File: config.mk
export PLATFORM = sky130hd
export DESIGN_NAME = charger_power_limit_arbiter_top_flat
export DESIGN_NICKNAME = d
export VERILOG_FILES = /design/src/design/cpla_pkg.sv /design/src/design/cpla_in_if.sv /design/src/design/cpla_out_if.sv /design/src/design/cpla_cfg_if.sv /design/src/design/cpla_prod_stage.sv /design/src/design/cpla_limit_stage.sv /design/src/design/cpla_scale_stage.sv /design/src/design/charger_power_limit_arbiter_top.sv /design/src/flat_wrapper.sv
export SDC_FILE = /design/constraint.sdc
export NUM_CORES = 1
export LEC_CHECK = 0
export ABC_AREA = 0
export BUFFER_PORTS_ARGS = -buffer_cell sky130_fd_sc_hd__buf_2
export CELL_PAD_IN_SITES_DETAIL_PLACEMENT = 1
export CELL_PAD_IN_SITES_GLOBAL_PLACEMENT = 1
export CORE_AREA = 2 2 255 257
export CTS_CLUSTER_DIAMETER = 200
export DETAILED_ROUTE_END_ITERATION = 16
export DIE_AREA = 0 0 257 259
export PLACE_DENSITY = 0.73
export SETUP_SLACK_MARGIN = 0.2
export SLEW_MARGIN = 20
export SYNTH_ARGS = -nofsm -noshare
export SYNTH_HDL_FRONTEND = slang
export SYNTH_SLANG_ARGS = --single-unit
File: constraint.sdc
create_clock -name clk -period 7.5 [get_ports clk]
set_input_delay 0.75 -clock clk [delete_from_list [all_inputs] [get_ports clk]]
set_output_delay 0.75 -clock clk [all_outputs]
set_load 0.02 [all_outputs]
File: src/design/cpla_pkg.sv
// ----------------------------------------------------------------------------
// cpla_pkg
// Shared types, register indexes, reason and source codes for the charger
// power limit arbiter.
// ----------------------------------------------------------------------------
package cpla_pkg;

  localparam int FIELD_W  = 14;
  localparam int REASON_W = 3;
  localparam int CODE_W   = 8;
  localparam int CFG_IDX_W = 2;
  localparam int DC_W     = 2 * FIELD_W;
  localparam int CW_W     = 21;            // centiwatt setpoint width

  // register indexes
  localparam logic [CFG_IDX_W-1:0] REG_CHARGE_ENABLED     = 2'd0;
  localparam logic [CFG_IDX_W-1:0] REG_MAX_AC_POWER_W     = 2'd1;
  localparam logic [CFG_IDX_W-1:0] REG_VOLTAGE_LIMIT_DV   = 2'd2;
  localparam logic [CFG_IDX_W-1:0] REG_HARDWARE_CEILING_W = 2'd3;

  localparam logic [FIELD_W-1:0] RST_MAX_AC_POWER_W     = 14'd2000;
  localparam logic [FIELD_W-1:0] RST_VOLTAGE_LIMIT_DV   = 14'd4010;
  localparam logic [FIELD_W-1:0] RST_HARDWARE_CEILING_W = 14'd10000;

  // limit reasons
  localparam logic [REASON_W-1:0] R_HW      = 3'd0;
  localparam logic [REASON_W-1:0] R_NO_PLUG = 3'd1;
  localparam logic [REASON_W-1:0] R_DISABLE = 3'd2;
  localparam logic [REASON_W-1:0] R_BMS     = 3'd3;
  localparam logic [REASON_W-1:0] R_DC      = 3'd4;
  localparam logic [REASON_W-1:0] R_AC      = 3'd5;
  localparam logic [REASON_W-1:0] R_VOLT    = 3'd6;

  // setpoint source
  localparam logic [1:0] SRC_ZERO = 2'd0;
  localparam logic [1:0] SRC_CEIL = 2'd1;
  localparam logic [1:0] SRC_DC   = 2'd2;
  localparam logic [1:0] SRC_AC   = 2'd3;

  localparam logic [6:0]        CENTI     = 7'd100;
  localparam logic [CODE_W-1:0] CODE_BASE = 8'h64;
  localparam logic [CODE_W-1:0] CODE_MAX  = 8'hA0;
  localparam int                WATTS_PER_STEP = 58;
  localparam logic [FIELD_W-1:0] SAT_W =
    FIELD_W'((int'(CODE_MAX) - int'(CODE_BASE)) * WATTS_PER_STEP);

  // reciprocal constants: x/100 for x < 2^21, x/58 for x < 2^14
  localparam int DIV100_SH = 28;
  localparam logic [21:0] DIV100_M = 22'd2684355;
  localparam int DIV58_SH = 18;
  localparam logic [12:0] DIV58_M = 13'd4520;

  typedef struct packed {
    logic               charge_enabled;
    logic [FIELD_W-1:0] max_ac_power_w;
    logic [FIELD_W-1:0] voltage_limit_dv;
    logic [FIELD_W-1:0] hardware_ceiling_w;
  } cfg_t;

  typedef struct packed {
    logic [DC_W-1:0]     dc_cw;
    logic [CW_W-1:0]     ceil_cw;
    logic [CW_W-1:0]     ac_cw;
    logic [FIELD_W-1:0]  ceil_w;
    logic [FIELD_W-1:0]  ac_w;
    logic [REASON_W-1:0] reason;
    logic                force_zero;
    logic                volt_trip;
  } prod_t;

  typedef struct packed {
    logic [1:0]          src;
    logic [REASON_W-1:0] reason;
    logic [CW_W-1:0]     dc_cw;
    logic [FIELD_W-1:0]  ceil_w;
    logic [FIELD_W-1:0]  ac_w;
  } lim_t;

endpackage

File: src/design/cpla_in_if.sv
// ----------------------------------------------------------------------------
// cpla_in_if
// Request channel: battery measurements and permit flags.
// ----------------------------------------------------------------------------
interface cpla_in_if import cpla_pkg::*; ();
  logic               valid;
  logic               ready;
  logic [FIELD_W-1:0] battery_voltage_dv;
  logic [FIELD_W-1:0] current_limit_da;
  logic               plug_present;
  logic               bms_permits;

  modport source (output valid, battery_voltage_dv, current_limit_da, plug_present,
                  bms_permits, input ready);
  modport sink   (input valid, battery_voltage_dv, current_limit_da, plug_present,
                  bms_permits, output ready);
endinterface

File: src/design/cpla_out_if.sv
// ----------------------------------------------------------------------------
// cpla_out_if
// Result channel: setpoint, limit reason and charger code.
// ----------------------------------------------------------------------------
interface cpla_out_if import cpla_pkg::*; ();
  logic                valid;
  logic                ready;
  logic [FIELD_W-1:0]  power_setpoint_w;
  logic [REASON_W-1:0] limit_reason;
  logic [CODE_W-1:0]   charger_code;

  modport source (output valid, power_setpoint_w, limit_reason, charger_code,
                  input ready);
  modport sink   (input valid, power_setpoint_w, limit_reason, charger_code,
                  output ready);
endinterface

File: src/design/cpla_cfg_if.sv
// ----------------------------------------------------------------------------
// cpla_cfg_if
// Register write channel.
// ----------------------------------------------------------------------------
interface cpla_cfg_if import cpla_pkg::*; ();
  logic                 valid;
  logic                 ready;
  logic [CFG_IDX_W-1:0] index;
  logic [FIELD_W-1:0]   data;

  modport source (output valid, index, data, input ready);
  modport sink   (input valid, index, data, output ready);
endinterface

File: src/design/cpla_prod_stage.sv
// ----------------------------------------------------------------------------
// cpla_prod_stage
// Stage 1: DC power product, scaled limits, forced-zero checks, voltage trip.
// ----------------------------------------------------------------------------
module cpla_prod_stage import cpla_pkg::*; (
  input  logic               clk,
  input  logic               rst_n,
  input  cfg_t               cfg,
  input  logic               valid_i,
  output logic               ready_o,
  input  logic [FIELD_W-1:0] volt_i,
  input  logic [FIELD_W-1:0] amps_i,
  input  logic               plug_i,
  input  logic               bms_i,
  output logic               valid_o,
  input  logic               ready_i,
  output prod_t              data_o
);

  logic  v_r, v_nxt;
  prod_t d_r, d_nxt;

  assign ready_o = !v_r || ready_i;

  always_comb begin
    v_nxt = ready_o ? valid_i : v_r;
    d_nxt.dc_cw   = DC_W'(volt_i) * DC_W'(amps_i);
    d_nxt.ceil_cw = CW_W'(cfg.hardware_ceiling_w) * CW_W'(CENTI);
    d_nxt.ac_cw   = CW_W'(cfg.max_ac_power_w) * CW_W'(CENTI);
    d_nxt.ceil_w  = cfg.hardware_ceiling_w;
    d_nxt.ac_w    = cfg.max_ac_power_w;
    d_nxt.reason  = R_HW;
    if (!plug_i)             d_nxt.reason = R_NO_PLUG;
    if (!cfg.charge_enabled) d_nxt.reason = R_DISABLE;
    if (!bms_i)              d_nxt.reason = R_BMS;
    d_nxt.force_zero = !plug_i || !cfg.charge_enabled || !bms_i;
    d_nxt.volt_trip  = volt_i >= cfg.voltage_limit_dv;
  end

  always_ff @(posedge clk) begin
    if (!rst_n) begin
      v_r <= 1'b0;
    end else begin
      v_r <= v_nxt;
    end
    if (ready_o) begin
      d_r <= d_nxt;
    end
  end

  assign valid_o = v_r;
  assign data_o  = d_r;

endmodule

File: src/design/cpla_limit_stage.sv
// ----------------------------------------------------------------------------
// cpla_limit_stage
// Stage 2: DC and AC caps in centiwatts, voltage cutoff, source select.
// ----------------------------------------------------------------------------
module cpla_limit_stage import cpla_pkg::*; (
  input  logic  clk,
  input  logic  rst_n,
  input  logic  valid_i,
  output logic  ready_o,
  input  prod_t data_i,
  output logic  valid_o,
  input  logic  ready_i,
  output lim_t  data_o
);

  logic            v_r, v_nxt;
  lim_t            d_r, d_nxt;
  logic [DC_W-1:0] sp;

  assign ready_o = !v_r || ready_i;

  always_comb begin
    v_nxt        = ready_o ? valid_i : v_r;
    d_nxt.reason = data_i.reason;
    d_nxt.src    = data_i.force_zero ? SRC_ZERO : SRC_CEIL;
    sp           = data_i.force_zero ? '0 : DC_W'(data_i.ceil_cw);
    if (data_i.dc_cw < sp) begin
      sp           = data_i.dc_cw;
      d_nxt.src    = SRC_DC;
      d_nxt.reason = R_DC;
    end
    if (DC_W'(data_i.ac_cw) < sp) begin
      d_nxt.src    = SRC_AC;
      d_nxt.reason = R_AC;
    end
    if (data_i.volt_trip) begin
      d_nxt.src    = SRC_ZERO;
      d_nxt.reason = R_VOLT;
    end
    // dc is below the ceiling whenever it is selected
    d_nxt.dc_cw  = data_i.dc_cw[CW_W-1:0];
    d_nxt.ceil_w = data_i.ceil_w;
    d_nxt.ac_w   = data_i.ac_w;
  end

  always_ff @(posedge clk) begin
    if (!rst_n) begin
      v_r <= 1'b0;
    end else begin
      v_r <= v_nxt;
    end
    if (ready_o) begin
      d_r <= d_nxt;
    end
  end

  assign valid_o = v_r;
  assign data_o  = d_r;

endmodule

File: src/design/cpla_scale_stage.sv
// ----------------------------------------------------------------------------
// cpla_scale_stage
// Stages 3 and 4: centiwatts to watts, then watts to saturated charger code.
// Stage 4 is the output register.
// ----------------------------------------------------------------------------
module cpla_scale_stage import cpla_pkg::*; (
  input  logic                clk,
  input  logic                rst_n,
  input  logic                valid_i,
  output logic                ready_o,
  input  lim_t                data_i,
  output logic                valid_o,
  input  logic                ready_i,
  output logic [FIELD_W-1:0]  setpoint_o,
  output logic [REASON_W-1:0] reason_o,
  output logic [CODE_W-1:0]   code_o
);

  localparam int P100_W = CW_W + 22;
  localparam int P58_W  = FIELD_W + 13;

  // stage 3
  logic                w_v_r, w_v_nxt;
  logic [FIELD_W-1:0]  watt_r, watt_nxt;
  logic [REASON_W-1:0] w_reason_r;
  logic [P100_W-1:0]   p100;
  logic                w_ready;

  // stage 4
  logic                o_v_r, o_v_nxt;
  logic [FIELD_W-1:0]  o_watt_r;
  logic [REASON_W-1:0] o_reason_r;
  logic [CODE_W-1:0]   o_code_r, o_code_nxt;
  logic [P58_W-1:0]    p58;
  logic [8:0]          q58;

  assign w_ready = !o_v_r || ready_i;
  assign ready_o = !w_v_r || w_ready;

  always_comb begin
    w_v_nxt = ready_o ? valid_i : w_v_r;
    p100    = P100_W'(data_i.dc_cw) * P100_W'(DIV100_M);
    case (data_i.src)
      SRC_CEIL: watt_nxt = data_i.ceil_w;
      SRC_AC:   watt_nxt = data_i.ac_w;
      SRC_DC:   watt_nxt = p100[DIV100_SH+FIELD_W-1:DIV100_SH];
      default:  watt_nxt = '0;
    endcase
  end

  always_comb begin
    o_v_nxt = w_ready ? w_v_r : o_v_r;
    p58     = P58_W'(watt_r) * P58_W'(DIV58_M);
    q58     = p58[P58_W-1:DIV58_SH];
    if (watt_r >= SAT_W) begin
      o_code_nxt = CODE_MAX;
    end else begin
      o_code_nxt = CODE_BASE + CODE_W'(q58);
    end
  end

  always_ff @(posedge clk) begin
    if (!rst_n) begin
      w_v_r <= 1'b0;
      o_v_r <= 1'b0;
    end else begin
      w_v_r <= w_v_nxt;
      o_v_r <= o_v_nxt;
    end
    if (ready_o) begin
      watt_r     <= watt_nxt;
      w_reason_r <= data_i.reason;
    end
    if (w_ready) begin
      o_watt_r   <= watt_r;
      o_reason_r <= w_reason_r;
      o_code_r   <= o_code_nxt;
    end
  end

  assign valid_o    = o_v_r;
  assign setpoint_o = o_watt_r;
  assign reason_o   = o_reason_r;
  assign code_o     = o_code_r;

endmodule

File: src/design/charger_power_limit_arbiter_top.sv
// ----------------------------------------------------------------------------
// charger_power_limit_arbiter_top
// Throughput: one request per cycle while the result side accepts; four
// register stages (product, limit select, divide by 100, code scaling),
// each stalls only when full downstream.
// Reset: synchronous, active low; clears stage valids and loads register
// defaults (enabled, 2000 W AC, 401.0 V cutoff, 10000 W ceiling).
// ----------------------------------------------------------------------------
module charger_power_limit_arbiter_top import cpla_pkg::*; (
  input logic       clk,
  input logic       rst_n,
  cpla_in_if.sink   in_ch,
  cpla_out_if.source out_ch,
  cpla_cfg_if.sink  cfg_ch
);

  cfg_t  cfg_r, cfg_nxt;
  logic  p_valid, p_ready;
  prod_t p_data;
  logic  l_valid, l_ready;
  lim_t  l_data;

  assign cfg_ch.ready = 1'b1;

  always_comb begin
    cfg_nxt = cfg_r;
    if (cfg_ch.valid) begin
      unique case (cfg_ch.index)
        REG_CHARGE_ENABLED:     cfg_nxt.charge_enabled     = cfg_ch.data[0];
        REG_MAX_AC_POWER_W:     cfg_nxt.max_ac_power_w     = cfg_ch.data;
        REG_VOLTAGE_LIMIT_DV:   cfg_nxt.voltage_limit_dv   = cfg_ch.data;
        REG_HARDWARE_CEILING_W: cfg_nxt.hardware_ceiling_w = cfg_ch.data;
        default: ;
      endcase
    end
  end

  always_ff @(posedge clk) begin
    if (!rst_n) begin
      cfg_r.charge_enabled     <= 1'b1;
      cfg_r.max_ac_power_w     <= RST_MAX_AC_POWER_W;
      cfg_r.voltage_limit_dv   <= RST_VOLTAGE_LIMIT_DV;
      cfg_r.hardware_ceiling_w <= RST_HARDWARE_CEILING_W;
    end else begin
      cfg_r <= cfg_nxt;
    end
  end

  cpla_prod_stage u_prod (
    .clk     (clk),
    .rst_n   (rst_n),
    .cfg     (cfg_r),
    .valid_i (in_ch.valid),
    .ready_o (in_ch.ready),
    .volt_i  (in_ch.battery_voltage_dv),
    .amps_i  (in_ch.current_limit_da),
    .plug_i  (in_ch.plug_present),
    .bms_i   (in_ch.bms_permits),
    .valid_o (p_valid),
    .ready_i (p_ready),
    .data_o  (p_data)
  );

  cpla_limit_stage u_limit (
    .clk     (clk),
    .rst_n   (rst_n),
    .valid_i (p_valid),
    .ready_o (p_ready),
    .data_i  (p_data),
    .valid_o (l_valid),
    .ready_i (l_ready),
    .data_o  (l_data)
  );

  cpla_scale_stage u_scale (
    .clk        (clk),
    .rst_n      (rst_n),
    .valid_i    (l_valid),
    .ready_o    (l_ready),
    .data_i     (l_data),
    .valid_o    (out_ch.valid),
    .ready_i    (out_ch.ready),
    .setpoint_o (out_ch.power_setpoint_w),
    .reason_o   (out_ch.limit_reason),
    .code_o     (out_ch.charger_code)
  );

  // forced-zero reasons never carry power
  a_zero_reason: assert property (@(posedge clk) disable iff (!rst_n)
    out_ch.valid && (out_ch.limit_reason == R_NO_PLUG || out_ch.limit_reason == R_DISABLE ||
                     out_ch.limit_reason == R_BMS || out_ch.limit_reason == R_VOLT)
    |-> out_ch.power_setpoint_w == '0 && out_ch.charger_code == CODE_BASE)
    else $error("forced-zero reason with nonzero setpoint");

  a_code_range: assert property (@(posedge clk) disable iff (!rst_n)
    out_ch.valid |-> out_ch.charger_code >= CODE_BASE && out_ch.charger_code <= CODE_MAX)
    else $error("charger code out of range");

  // input backpressure only when every stage holds an item
  a_full_stall: assert property (@(posedge clk) disable iff (!rst_n)
    !in_ch.ready |-> out_ch.valid && !out_ch.ready && l_valid && p_valid)
    else $error("input stalled with a bubble in the pipe");

  a_reset_empty: assert property (@(posedge clk)
    $past(!rst_n) |-> !out_ch.valid && in_ch.ready)
    else $error("pipeline not empty after reset");

endmodule

File: src/flat_wrapper.sv
// flat-port wrapper written by rule: the top's interface ports become plain ports
module charger_power_limit_arbiter_top_flat import cpla_pkg::*;
  (clk, rst_n, in_ch_valid, in_ch_battery_voltage_dv, in_ch_current_limit_da, in_ch_plug_present, in_ch_bms_permits, in_ch_ready, out_ch_valid, out_ch_power_setpoint_w, out_ch_limit_reason, out_ch_charger_code, out_ch_ready, cfg_ch_valid, cfg_ch_index, cfg_ch_data, cfg_ch_ready);
  cpla_in_if in_ch_i ();
  cpla_out_if out_ch_i ();
  cpla_cfg_if cfg_ch_i ();
  input logic clk;
  input logic rst_n;
  input wire logic [$bits(in_ch_i.valid)-1:0] in_ch_valid;
  input wire logic [$bits(in_ch_i.battery_voltage_dv)-1:0] in_ch_battery_voltage_dv;
  input wire logic [$bits(in_ch_i.current_limit_da)-1:0] in_ch_current_limit_da;
  input wire logic [$bits(in_ch_i.plug_present)-1:0] in_ch_plug_present;
  input wire logic [$bits(in_ch_i.bms_permits)-1:0] in_ch_bms_permits;
  output wire logic [$bits(in_ch_i.ready)-1:0] in_ch_ready;
  output wire logic [$bits(out_ch_i.valid)-1:0] out_ch_valid;
  output wire logic [$bits(out_ch_i.power_setpoint_w)-1:0] out_ch_power_setpoint_w;
  output wire logic [$bits(out_ch_i.limit_reason)-1:0] out_ch_limit_reason;
  output wire logic [$bits(out_ch_i.charger_code)-1:0] out_ch_charger_code;
  input wire logic [$bits(out_ch_i.ready)-1:0] out_ch_ready;
  input wire logic [$bits(cfg_ch_i.valid)-1:0] cfg_ch_valid;
  input wire logic [$bits(cfg_ch_i.index)-1:0] cfg_ch_index;
  input wire logic [$bits(cfg_ch_i.data)-1:0] cfg_ch_data;
  output wire logic [$bits(cfg_ch_i.ready)-1:0] cfg_ch_ready;
  assign in_ch_i.valid = in_ch_valid;
  assign in_ch_i.battery_voltage_dv = in_ch_battery_voltage_dv;
  assign in_ch_i.current_limit_da = in_ch_current_limit_da;
  assign in_ch_i.plug_present = in_ch_plug_present;
  assign in_ch_i.bms_permits = in_ch_bms_permits;
  assign in_ch_ready = in_ch_i.ready;
  assign out_ch_valid = out_ch_i.valid;
  assign out_ch_power_setpoint_w = out_ch_i.power_setpoint_w;
  assign out_ch_limit_reason = out_ch_i.limit_reason;
  assign out_ch_charger_code = out_ch_i.charger_code;
  assign out_ch_i.ready = out_ch_ready;
  assign cfg_ch_i.valid = cfg_ch_valid;
  assign cfg_ch_i.index = cfg_ch_index;
  assign cfg_ch_i.data = cfg_ch_data;
  assign cfg_ch_ready = cfg_ch_i.ready;
  charger_power_limit_arbiter_top u_core (.clk(clk), .rst_n(rst_n), .in_ch(in_ch_i), .out_ch(out_ch_i), .cfg_ch(cfg_ch_i));
endmodule
==> out/qor.csv <==
stage;metric;value;unit
logic_synthesis;ys_seq_area_frac;0.237;
logic_synthesis;synth_area_leaders;fa_1 (25%), ha_1 (23%), edfxtp_1 (20%);
job;maxCapViolCount;0;
worst_setup_path;path_class;flip-flop to flip-flop;
routing;drt_iter0_markers;722;
die;pin_count;79;
worst_setup_path;rr_endpoint;u_core.u_scale.watt_r[11];
timing;worstMarginPinSlew;1.03;ns
logic_synthesis;async_flop_share;0;
logic_synthesis;ys_ff_latch;235;
worst_hold_path;min_path_cells;0;
timing;drv_slew;0;
worst_setup_path;r2r_slack;0.53;ns
worst_setup_path;arrival;7.29;ns
die;fp.dieW;257;um
logic_synthesis;syn-num-nets;3557;
clock_tree;cts_tree;yes;
routing;routed_wl;70.7;mm
routing;highest_layer;met4;
routing;drt_pass1_iterations;4;
logic_synthesis;synth_top_area_cell;fa_1;
routing;wl_met1;30.5;mm
worst_setup_path;r2r_start;u_core.u_limit.data_o[34];
logic_synthesis;synth.distinct_cells;66;
timing;timing.setup.tns;0;ns
routing;drc;0;
final_layout;regArea;6590;um^2
worst_setup_path;crit_path_start_kind;flip-flop;
global_routing;grtUsageTotal;0.218;
worst_setup_path;crit_required;7.82;ns
outcome;status;finished clean;
final_layout;nets;3623;
routing;routedWlPerCell;19.7;um
worst_setup_path;cp_max_fo;6;
clock_tree;cts_num_sinks;235;
final_layout;fin_util;0.471;
global_routing;antenna_found_initial;1;
final_layout;multiInputGateArea;18800;um^2
logic_synthesis;netlist_instances;2644;
clock_tree;root_buffer;clkbuf_16;
clock_tree;cts_buffers;28;
die;core-area;63900;um^2
die;die-area;66600;um^2
worst_hold_path;hold_path.class;flip-flop to flip-flop;
clock_tree;cts.clk_slew.worst_paths;0.06;ns
global_routing;grt_pass1_wl;115;mm
logic_synthesis;synthFlopType;edfxtp_1;
global_routing;grt_pass1_vias;21600;
timing;rsz0062_at_grt;no;
worst_setup_path;cp-end-kind;flip-flop;
logic_synthesis;synth_top_area_frac;0.246;
worst_hold_path;min_to;u_core.u_limit.data_o[21];
timing;final-hold-violation-count;0;
timing;fin_crit;6.97;ns
final_layout;layout_commonest_cell;inv_1;
global_routing;grt_overflow;0;
final_layout;num-fill-cells;7057;
final_layout;layout_common_cells;inv_1 (571), ha_1 (521), fa_1 (341);
final_layout;areaGrowthSynthToFinish;8.41;%
logic_synthesis;synth-edff-count;188;
routing;ant_nets;0;
die;start_util;0.435;
routing;via_count;18600;
routing;dr_wl_met3;1.45;mm
placement;io_buffers;77;
timing;fin_skew;0.0282;ns
timing;relSlewSlack;0.316;
placement;place_congestion;0.930;
timing;timing.fmax;0.143;GHz
clock_tree;clock_latency;0.59;ns
logic_synthesis;synthesis.area;27800;um^2
routing;met2_length;37.3;mm
clock_tree;cts-htree-levels;1;
placement;dp_hpwl;59.8;mm
global_routing;grt_start_max_net_pins;74;
worst_hold_path;min-delay-start;u_core.u_prod.data_o[26];
logic_synthesis;syn_avg_cell_area;10.5;um^2
clock_tree;cts.path.max_buffers;3;
die;die_y;259;um
timing;period_share;0.930;
logic_synthesis;yosys_warnings;0;
die;row_count;93;
final_layout;drive_gt1_frac;0.0619;
worst_setup_path;reg2reg_depth;18;
routing;via_per_inst;5.19;
timing;final-setup-viol-count;0;
layer usage:
layer,track usage,up-vias
met5,0,-
met4,0.0449,0
met3,0.0169,81
met2,0.413,206
met1,0.270,9561
li1,-,8767
per-stage QoR:
stage / worst slack (ns) / cell area (um^2) / hold WS (ns) / cells
6_report: 0.528 / 30100 / 0.419 / 3588
2_1_floorplan: 1.03 / 27800 / 0.400 / 2644
3_3_place_gp: 0.522 / 29000 / 0.408 / 3524
5_1_grt: 0.256 / 30100 / 0.429 / 3588
4_1_cts: 0.413 / 30000 / 0.391 / 3576
3_5_place_dp: 0.416 / 29000 / 0.406 / 3524
synthesized netlist by cell type, types with 24 or more instances:
cell      count
inv_1       572
ha_1        521
fa_1        341
nand2_1     207
edfxtp_1    188
a21oi_1      99
and2_1       98
nor2_1       61
clkbuf_1     53
xnor2_1      52
dfxtp_1      47
o21ai_0      44
a21o_1       42
nand2b_1     28
xor2_1       27
a21boi_0     26
o211ai_1     24
flip-flops by register name, indices dropped and copies added (netlist names):
name,cells
u_core.u_scale.valid_o,1
u_core.u_scale.w_v_r,1
u_core.u_limit.data_o,54
u_core.cfg_r,43
u_core.u_limit.valid_o,1
u_core.u_scale.w_reason_r,3
u_core.u_scale.watt_r,14
u_core.u_scale.setpoint_o,14
u_core.u_prod.valid_o,1
u_core.u_prod.data_o,92
u_core.u_scale.reason_o,3
u_core.u_scale.code_o,8
cell families (layout without fill, tap and decap cells):
group	count (synthesis)	count (layout)	synth area share
other	1	2	0.000135
adder cells (fa/ha/maj)	862	862	0.481
buffers and inverters	628	716	0.0851
AND/OR/NAND/NOR	497	497	0.0870
AO/OA/AOI/OAI	328	328	0.0792
multiplexers	14	14	0.00568
flip-flops	235	235	0.237
XOR/XNOR	79	79	0.0249
what timing repair did:
item                                    CTS  global route
resized for setup                         0             1
endpoints found under the setup margin    0             2
hold buffers                              0             0
setup buffers                             0            11
area by class of cell:
| class | instances | area share |
|---|---|---|
| multi-input cells | 1781 | 0.626 |
| repair buffers | 92 | 0.0165 |
| well taps | 855 | 0.0356 |
| flip-flops and latches | 235 | 0.219 |
| inverters | 572 | 0.0714 |
| clock inverters | 18 | 0.00757 |
| clock buffers | 34 | 0.0244 |
| diodes | 1 | 0.0000832 |
how the worst max path moves through the flow:
| stage | start | end | cells after the start |
|---|---|---|---|
| after floorplan | u_core.u_limit.data_o[32] | u_core.u_scale.watt_r[11] | 20 |
| after detailed placement | u_core.u_limit.data_o[31] | u_core.u_scale.watt_r[11] | 25 |
| after CTS | u_core.u_limit.data_o[31] | u_core.u_scale.watt_r[11] | 25 |
| after global placement | u_core.u_limit.data_o[31] | u_core.u_scale.watt_r[11] | 25 |
| after global routing | u_core.u_limit.data_o[32] | u_core.u_scale.watt_r[11] | 25 |
| final | u_core.u_limit.data_o[34] | u_core.u_scale.watt_r[11] | 18 |
worst max-delay path: stages, from the launching register on:
cell	delay [ns]
edfxtp_1	0.52
fa_1	0.67
inv_1	0.07
fa_1	0.38
fa_1	0.49
inv_1	0.05
fa_1	0.48
fa_1	0.46
fa_1	0.51
fa_1	0.51
ha_1	0.34
and4_1	0.18
a221o_1	0.30
a221o_1	0.44
o2111ai_2	0.30
a41oi_2	0.23
a21o_1	0.25
a211o_1	0.29
a32o_1	0.25
Power is left out: the tool's default activity adds up to more than one toggle a clock period on the data nets, which glitch-free logic cannot reach.
